===== config.mk =====
export PLATFORM = sky130hd
export DESIGN_NAME = mip_surface_locator
export DESIGN_NICKNAME = d
export VERILOG_FILES = /design/src/rtl/msl_pkg.sv /design/src/rtl/mip_surface_locator.sv /design/src/rtl/msl_size_gen.sv
export SDC_FILE = /design/constraint.sdc
export NUM_CORES = 2
export LEC_CHECK = 0
export BUFFER_PORTS_ARGS = -buffer_cell sky130_fd_sc_hd__buf_2
export CORE_MARGIN = 4
export CORE_UTILIZATION = 60
export DETAILED_ROUTE_END_ITERATION = 6
export PLACE_DENSITY = 0.77
export SLEW_MARGIN = 20
export SYNTH_ARGS = -nofsm -noshare
export SYNTH_HDL_FRONTEND = slang
export SYNTH_SLANG_ARGS = --single-unit

===== constraint.sdc =====
create_clock -name clk -period 6.8 [get_ports clk]
set_input_delay 0.34 -clock clk [delete_from_list [all_inputs] [get_ports clk]]
set_output_delay 0.34 -clock clk [all_outputs]
set_load 0.02 [all_outputs]

===== src/rtl/msl_pkg.sv =====
// Shared constants and types for the mip surface locator.
// No dependencies; imported by mip_surface_locator and msl_size_gen.
`timescale 1ns / 1ps
`default_nettype none

package msl_pkg;

	localparam int ADDR_BITS     = 32;
	localparam int MAX_LEVELS    = 15;
	// face stride alignment, kept as a power of two
	localparam int FACE_ALIGN_LG = 7;
	localparam int FACE_ALIGN    = 1 << FACE_ALIGN_LG;
	localparam int CUBE_FACES    = 6;
	localparam int BLOCK_DIV_LG  = 2;
	localparam int BLOCK_MIN     = 4;

	localparam int DIM_W  = 13;
	localparam int DEP_W  = 10;
	localparam int PIT_W  = 16;
	localparam int LVL_W  = 4;
	localparam int FACE_W = 3;
	localparam int PH_W   = PIT_W + DIM_W;
	localparam int PROD_W = PH_W + DEP_W;

	typedef struct packed {
		logic             start;
		logic [DIM_W-1:0] width;
		logic [DIM_W-1:0] height;
		logic [DEP_W-1:0] depth;
		logic [PIT_W-1:0] pitch;
		logic [LVL_W-1:0] levels;
		logic             comp;
	} msl_size_cmd_t;

	typedef struct packed {
		logic                 valid;
		logic                 last;
		logic [LVL_W-1:0]     idx;
		logic [ADDR_BITS-1:0] size;
	} msl_size_rsp_t;

endpackage

`default_nettype wire


===== src/rtl/mip_surface_locator.sv =====
// Top level of the mip surface locator: sequencer, shared adder, level size table.
// Depends on msl_pkg and msl_size_gen.
//
// Usage: one lookup transaction in on s_axis, one result transaction out on m_axis.
// s_axis_tdata carries the texture description and surface address, s_axis_tuser
// the cube and compressed flags. m_axis_tuser[0] is found, m_axis_tdata holds the
// level and face (both zero when not found).
// Sequence from input transaction to result: if the surface sits at the texture base
// or the level count is zero, the lookup goes straight to its done state; otherwise
// it sizes every level (one multiply pair per level), computes the face stride, then
// walks the levels and changes face on the shared adder, and ends in the done state.
// s_axis_tready is high only while the sequencer is idle; one lookup at a time,
// so the next lookup is taken no earlier than the cycle its predecessor's
// result can first leave.
// The result sits in an output register, so a new lookup is taken while a
// result waits; a finished lookup holds in its done state until that
// register frees up.
// Reset clears the sequencer and output valid; no memory needs clearing.
`timescale 1ns / 1ps
`default_nettype none

module mip_surface_locator
	import msl_pkg::*;
(
	input  wire          clk,
	input  wire          arst_n,
	input  wire          s_axis_tvalid,
	output logic         s_axis_tready,
	// texture_base[31:0], surface_addr[63:32], base_width[76:64], base_height[89:77],
	// base_depth[99:90], base_pitch[115:100], level_count[119:116]
	input  wire  [119:0] s_axis_tdata,
	// is_cube[0], is_compressed[1]
	input  wire  [1:0]   s_axis_tuser,
	output logic         m_axis_tvalid,
	input  wire          m_axis_tready,
	// level_index[3:0], face_index[6:4], zero[7]
	output logic [7:0]   m_axis_tdata,
	// found[0]
	output logic         m_axis_tuser
);

	typedef enum logic [5:0] {
		ST_IDLE   = 6'b000001,
		ST_SIZE   = 6'b000010,
		ST_STRIDE = 6'b000100,
		ST_WALK   = 6'b001000,
		ST_NEXTF  = 6'b010000,
		ST_DONE   = 6'b100000
	} st_t;

	st_t                  state_q;
	logic [ADDR_BITS-1:0] base_q, surf_q, total_q, stride_q, addr_q, face_q;
	logic [ADDR_BITS-1:0] size_mem [MAX_LEVELS];
	logic [LVL_W-1:0]     levels_q, lvl_q;
	logic [FACE_W-1:0]    faces_q, fidx_q;
	logic                 found_q;
	logic                 out_valid_q, out_found_q;
	logic [LVL_W-1:0]     out_lvl_q;
	logic [FACE_W-1:0]    out_face_q;

	logic [ADDR_BITS-1:0] in_base, in_surf;
	logic [LVL_W-1:0]     in_levels;
	logic                 in_fire, out_fire, out_load;
	logic [ADDR_BITS-1:0] add_a, add_b, add_sum;
	msl_size_cmd_t        cmd;
	msl_size_rsp_t        rsp;

	assign in_base   = s_axis_tdata[31:0];
	assign in_surf   = s_axis_tdata[63:32];
	assign in_levels = (s_axis_tdata[119:116] > LVL_W'(MAX_LEVELS)) ?
	                   LVL_W'(MAX_LEVELS) : s_axis_tdata[119:116];

	assign s_axis_tready = (state_q == ST_IDLE);
	assign in_fire       = s_axis_tvalid && s_axis_tready;
	assign out_fire      = out_valid_q && m_axis_tready;
	assign out_load      = (state_q == ST_DONE) && (!out_valid_q || m_axis_tready);

	always_comb begin
		cmd.start  = in_fire && (in_surf != in_base) && (in_levels != '0);
		cmd.width  = s_axis_tdata[76:64];
		cmd.height = s_axis_tdata[89:77];
		cmd.depth  = s_axis_tdata[99:90];
		cmd.pitch  = s_axis_tdata[115:100];
		cmd.levels = in_levels;
		cmd.comp   = s_axis_tuser[1];
	end

	msl_size_gen u_size_gen (
		.clk    (clk),
		.arst_n (arst_n),
		.cmd    (cmd),
		.rsp    (rsp)
	);

	// single adder shared by accumulation, alignment, walk and face stepping
	always_comb begin
		unique case (state_q)
			ST_SIZE: begin
				add_a = total_q;
				add_b = rsp.size;
			end
			ST_STRIDE: begin
				add_a = total_q;
				add_b = ADDR_BITS'(FACE_ALIGN - 1);
			end
			ST_WALK: begin
				add_a = addr_q;
				add_b = size_mem[lvl_q];
			end
			ST_NEXTF: begin
				add_a = face_q;
				add_b = stride_q;
			end
			default: begin
				add_a = '0;
				add_b = '0;
			end
		endcase
	end
	assign add_sum = add_a + add_b;

	always_ff @(posedge clk or negedge arst_n) begin
		if (!arst_n) begin
			state_q <= ST_IDLE;
		end else begin
			unique case (state_q)
				ST_IDLE: if (in_fire) state_q <= cmd.start ? ST_SIZE : ST_DONE;
				ST_SIZE: if (rsp.valid && rsp.last) state_q <= ST_STRIDE;
				ST_STRIDE: state_q <= ST_WALK;
				ST_WALK: begin
					if (addr_q == surf_q) state_q <= ST_DONE;
					else if (lvl_q == levels_q - LVL_W'(1))
						state_q <= (fidx_q == faces_q - FACE_W'(1)) ? ST_DONE : ST_NEXTF;
				end
				ST_NEXTF: state_q <= ST_WALK;
				ST_DONE: if (out_load) state_q <= ST_IDLE;
				default: state_q <= ST_IDLE;
			endcase
		end
	end

	always_ff @(posedge clk) begin
		unique case (state_q)
			ST_IDLE: begin
				if (in_fire) begin
					base_q   <= in_base;
					surf_q   <= in_surf;
					levels_q <= in_levels;
					faces_q  <= s_axis_tuser[0] ? FACE_W'(CUBE_FACES) : FACE_W'(1);
					total_q  <= '0;
					found_q  <= (in_surf == in_base);
					lvl_q    <= '0;
					fidx_q   <= '0;
				end
			end
			ST_SIZE: begin
				if (rsp.valid) begin
					size_mem[rsp.idx] <= rsp.size;
					total_q           <= add_sum;
				end
			end
			ST_STRIDE: begin
				stride_q <= add_sum & ~ADDR_BITS'(FACE_ALIGN - 1);
				addr_q   <= base_q;
				face_q   <= base_q;
			end
			ST_WALK: begin
				if (addr_q == surf_q) begin
					found_q <= 1'b1;
				end else begin
					addr_q <= add_sum;
					lvl_q  <= lvl_q + LVL_W'(1);
				end
			end
			ST_NEXTF: begin
				face_q <= add_sum;
				addr_q <= add_sum;
				lvl_q  <= '0;
				fidx_q <= fidx_q + FACE_W'(1);
			end
			default: ;
		endcase
	end

	always_ff @(posedge clk or negedge arst_n) begin
		if (!arst_n) begin
			out_valid_q <= 1'b0;
		end else if (out_load) begin
			out_valid_q <= 1'b1;
		end else if (out_fire) begin
			out_valid_q <= 1'b0;
		end
	end

	always_ff @(posedge clk) begin
		if (out_load) begin
			out_found_q <= found_q;
			out_lvl_q   <= found_q ? lvl_q : '0;
			out_face_q  <= found_q ? fidx_q : '0;
		end
	end

	assign m_axis_tvalid = out_valid_q;
	assign m_axis_tuser  = out_found_q;
	assign m_axis_tdata  = {1'b0, out_face_q, out_lvl_q};

endmodule

`default_nettype wire


===== src/rtl/msl_size_gen.sv =====
// Level size generator: each level passes through a two-step multiply and an emit state.
// Depends on msl_pkg.
`timescale 1ns / 1ps
`default_nettype none

module msl_size_gen
	import msl_pkg::*;
(
	input  wire           clk,
	input  wire           arst_n,
	input  msl_size_cmd_t cmd,
	output msl_size_rsp_t rsp
);

	typedef enum logic [3:0] {
		SG_IDLE = 4'b0001,
		SG_MUL1 = 4'b0010,
		SG_MUL2 = 4'b0100,
		SG_EMIT = 4'b1000
	} sg_state_t;

	sg_state_t        state_q;
	logic [DIM_W-1:0] w_q, h_q, min_q;
	logic [DEP_W-1:0] d_q;
	logic [PIT_W-1:0] p_q;
	logic [LVL_W-1:0] levels_q, idx_q;
	logic             comp_q;
	logic [PH_W-1:0]  ph_s1;
	logic [PROD_W-1:0] prod_s2;
	logic [PROD_W+ADDR_BITS-1:0] prod_ext;
	logic [PROD_W+ADDR_BITS-1:0] prod_div;
	logic             last;

	assign last     = (idx_q == levels_q - LVL_W'(1));
	assign prod_ext = {{ADDR_BITS{1'b0}}, prod_s2};
	assign prod_div = comp_q ? (prod_ext >> BLOCK_DIV_LG) : prod_ext;

	always_comb begin
		rsp.valid = (state_q == SG_EMIT);
		rsp.last  = last;
		rsp.idx   = idx_q;
		rsp.size  = prod_div[ADDR_BITS-1:0];
	end

	always_ff @(posedge clk or negedge arst_n) begin
		if (!arst_n) begin
			state_q <= SG_IDLE;
		end else begin
			unique case (state_q)
				SG_IDLE: if (cmd.start) state_q <= SG_MUL1;
				SG_MUL1: state_q <= SG_MUL2;
				SG_MUL2: state_q <= SG_EMIT;
				SG_EMIT: state_q <= last ? SG_IDLE : SG_MUL1;
				default: state_q <= SG_IDLE;
			endcase
		end
	end

	always_ff @(posedge clk) begin
		unique case (state_q)
			SG_IDLE: begin
				if (cmd.start) begin
					w_q      <= cmd.width;
					h_q      <= cmd.height;
					d_q      <= cmd.depth;
					p_q      <= cmd.pitch;
					levels_q <= cmd.levels;
					comp_q   <= cmd.comp;
					min_q    <= cmd.comp ? DIM_W'(BLOCK_MIN) : DIM_W'(1);
					idx_q    <= '0;
				end
			end
			SG_MUL1: ph_s1 <= PH_W'(p_q) * PH_W'(h_q);
			SG_MUL2: prod_s2 <= PROD_W'(ph_s1) * PROD_W'(d_q);
			SG_EMIT: begin
				// width and pitch halve together
				if (w_q > min_q) begin
					w_q <= w_q >> 1;
					p_q <= p_q >> 1;
				end
				if (h_q > min_q) h_q <= h_q >> 1;
				if (d_q > DEP_W'(1)) d_q <= d_q >> 1;
				idx_q <= idx_q + LVL_W'(1);
			end
			default: ;
		endcase
	end

endmodule

`default_nettype wire


==> impl_metrics.csv <==
group,metric,value,unit
run_status,status,"completed",
synth,synth_warnings,0,
place,port_buffers,135,
timing,fmax,164,MHz
routing,drc_errors,0,
synth,syn_inst,3968,
place,routabilityCongestion,0.884,
synth,synth_edf_count,812,
clock_tree,postCtsSetupRepairBufs,0,
synth,yosysMostFrequentCell,"edfxtp_1",
clock_tree,clk_pin_slew,0.06,ns
critical_path,path_max_fanout,24,
critical_path,path_delay_family,"adder cells",
floorplanning,initial_utilization,0.607,
grt,grt_pass1_wl,188,mm
floorplanning,dieArea,88000,sq um
routing,routedWlPerCell,22.8,um
timing,slew_violations,0,
timing,finalCritPeriodShare,0.896,
timing,hold_violations,0,
grt,grt_max_degree,102,
critical_path,r2r_slack,0.71,ns
layout,regArea,24800,sq um
timing,rsz0062_at_grt,"no",
critical_path,worstRegToRegCells,18,
floorplanning,rows,105,
critical_path,r2r_start,"u_size_gen.d_q[5]",
critical_path,worstReg2RegEnd,"u_size_gen.prod_s2[33]",
synth,synthTopCellsByArea,"edfxtp_1, fa_1, mux4_2",
layout,multiInputGateArea,22900,sq um
critical_path,required,7.17,ns
synth,synth-async-reset-ratio,0.0133,
routing,post_drt_via_cell_ratio,6.04,
grt,gr-total-overflow,0,
synth,yosys-top-cells-count,"edfxtp_1, nand2_1, inv_1",
layout,syn_to_final_growth,11.9,%
critical_path,path_cells,"and2_1, fa_1, fa_1, fa_1, fa_1, inv_1, fa_1, inv_1, ha_1, and3_1, nand2_1, or4_1, o22ai_1, nor3_1, o21ai_0, a31o_2, a221oi_2, xnor2_1",
critical_path,slowest_stage,"edfxtp_1",
critical_path,cp-end-kind,"flip-flop",
timing,setup_viol,0,
critical_path,cpMostUsedCell,"fa_1",
critical_path,crit_path_max_incr_delay,0.87,ns
synth,ys_seq_area_frac,0.495,
timing,worst_pin_slew,1.03,ns
layout,nets,4831,
clock_tree,cts_buffers,85,
synth,synth_seq_cells,827,
job,maxCapViolCount,0,
synth,synthFlopType,"edfxtp_1",
synth,syn_area,50000,sq um
worst_hold_path,hold_end,"u_size_gen.d_q[1]",
synth,syn_avg_cell_area,12.6,sq um
grt,grt_usage,0.279,
synth,syn-num-nets,4626,
timing,tns,0,ns
timing,skew,0.0527,ns
place,placed_area,51900,sq um
grt,antenna_found_initial,2,
clock_tree,cts_tree,"done",
clock_tree,clk_latency,0.67,ns
synth,synth_top_cell_area_share,0.488,
routing,vias,32100,
synth,synth_top_area_cell,"edfxtp_1",
synth,yosysUniqueCellTypes,79,
clock_tree,h-tree-depth,3,
worst_hold_path,hp-start,"s_axis_tdata[91]",
place,hpwl,78.5,mm
floorplanning,die_y,297,um
timing,relSlewSlack,0.312,
floorplanning,fp.dieW,297,um
layout,layout-drive-gt1-share,0.124,
routing,drt-total-wl,121,mm
grt,grt_pass1_vias,32800,
critical_path,critPathBufInv,2,
routing,first_pass_iters,7,
worst_hold_path,whs_path_depth,3,
layout,fillers,5646,
timing,period_minus_slack,6.09,ns
worst_hold_path,hold_class,"primary input to flip-flop",
routing,ant_nets,0,
routing,drt_iter0_markers,3342,
floorplanning,design.core.area,82400,sq um
layout,fin_area,55900,sq um
clock_tree,clockBufferDepth,3,
clock_tree,cts_sinks,827,
critical_path,cp_data_arrival_time,6.46,ns
critical_path,path_class,"flip-flop to flip-flop",
clock_tree,root_buffer,"clkbuf_16",
critical_path,cp-start-kind,"flip-flop",
floorplanning,io_pins,137,
==> worst max-delay path by stage <==
| stage | cells past startpoint | slack, ns | from | endpoint |
|---|---|---|---|---|
| 2_1_floorplan | 22 | 1.10 | u_size_gen.h_q[4] | u_size_gen.ph_s1[28] |
| 3_3_place_gp | 18 | 0.85 | u_size_gen.d_q[5] | u_size_gen.prod_s2[33] |
| 3_5_place_dp | 18 | 0.76 | u_size_gen.d_q[5] | u_size_gen.prod_s2[33] |
| 4_1_cts | 18 | 0.72 | u_size_gen.d_q[5] | u_size_gen.prod_s2[33] |
| 5_1_grt | 18 | 0.35 | u_size_gen.d_q[5] | u_size_gen.prod_s2[33] |
| 6_report | 18 | 0.71 | u_size_gen.d_q[5] | u_size_gen.prod_s2[33] |
==> layout make-up <==
| class | instances | area share |
|---|---|---|
| Antenna cell | 1 | 0.0000447 |
| Clock buffer | 103 | 0.0396 |
| Clock inverter | 53 | 0.00989 |
| Inverter | 465 | 0.0312 |
| Multi-Input combinational cell | 2477 | 0.410 |
| Sequential cell | 827 | 0.442 |
| Tap cell | 1070 | 0.0239 |
| Timing Repair Buffer | 317 | 0.0433 |
==> kinds of logic after synthesis <==
family	synth area share
mux	0.0698
buf+inv	0.0505
other cells	0.0000750
flops	0.495
xor+xnor	0.0289
simple gates	0.107
fa+ha+maj	0.187
compound gates	0.0617
==> worst reg2reg max path: stages, from the launching register on <==
cell and delay, ns:
edfxtp_1 0.87, and2_1 0.26, fa_1 0.45, fa_1 0.56, fa_1 0.42, fa_1 0.49, inv_1 0.05, fa_1 0.48
inv_1 0.04, ha_1 0.41, and3_1 0.28, nand2_1 0.11, or4_1 0.51, o22ai_1 0.18, nor3_1 0.10, o21ai_0 0.18
a31o_2 0.23, a221oi_2 0.07, xnor2_1 0.14
==> metal layers <==
layer,up-vias,global-route usage,share of wire
li1,14100,-,-
met1,16100,0.370,0.38
met2,1561,0.479,0.51
met3,264,0.0447,0.080
met4,2,0.0919,0.034
met5,-,0,0.00016
==> through the flow <==
stage,setup slack [ns],hold slack (ns),util,instances
floorplan,1.10,0.0444,-,3968
finish,0.705,0.0372,0.679,5313
global placement,0.851,0.232,0.631,5034
global route,0.348,0.0248,0.679,5313
detailed placement,0.760,0.237,0.631,5034
CTS,0.723,0.0155,0.679,5312
==> cell usage in the layout (no fill, tap or decap), types with 27 or more instances in the layout <==
cell             n
nor3_1          34
xnor2_1         61
buf_2          135
inv_1          463
a21oi_1         78
mux4_2         115
o21ai_0        122
mux2i_1         47
dlygate4sd3_1  122
xor2_1         104
clkbuf_16       86
nor2_1         100
a222oi_1        31
ha_1           171
and2_1         257
a211oi_1        39
a21o_1          49
mux2_2          38
nand2_1        569
fa_1           361
nor4_1          27
edfxtp_1       812
buf_4           54
==> state kept, by name, summed over array words and instances (netlist names), 10 cells and up, named ones only <==
register / count
u_size_gen.prod_s2: 34
u_size_gen.d_q: 10
u_size_gen.ph_s1: 29
total_q: 32
u_size_gen.p_q: 16
addr_q: 32
stride_q: 25
u_size_gen.w_q: 13
size_mem: 480
base_q: 32
surf_q: 32
face_q: 32
u_size_gen.h_q: 13
==> timing repair <==
item,4_1_cts,5_1_grt
hold buffers,122,0
endpoints found under the hold margin,138,0
gates resized for setup,0,0
Power is not shown: default switching activity piles up to over one toggle a cycle in this logic, so the estimate is an artifact.
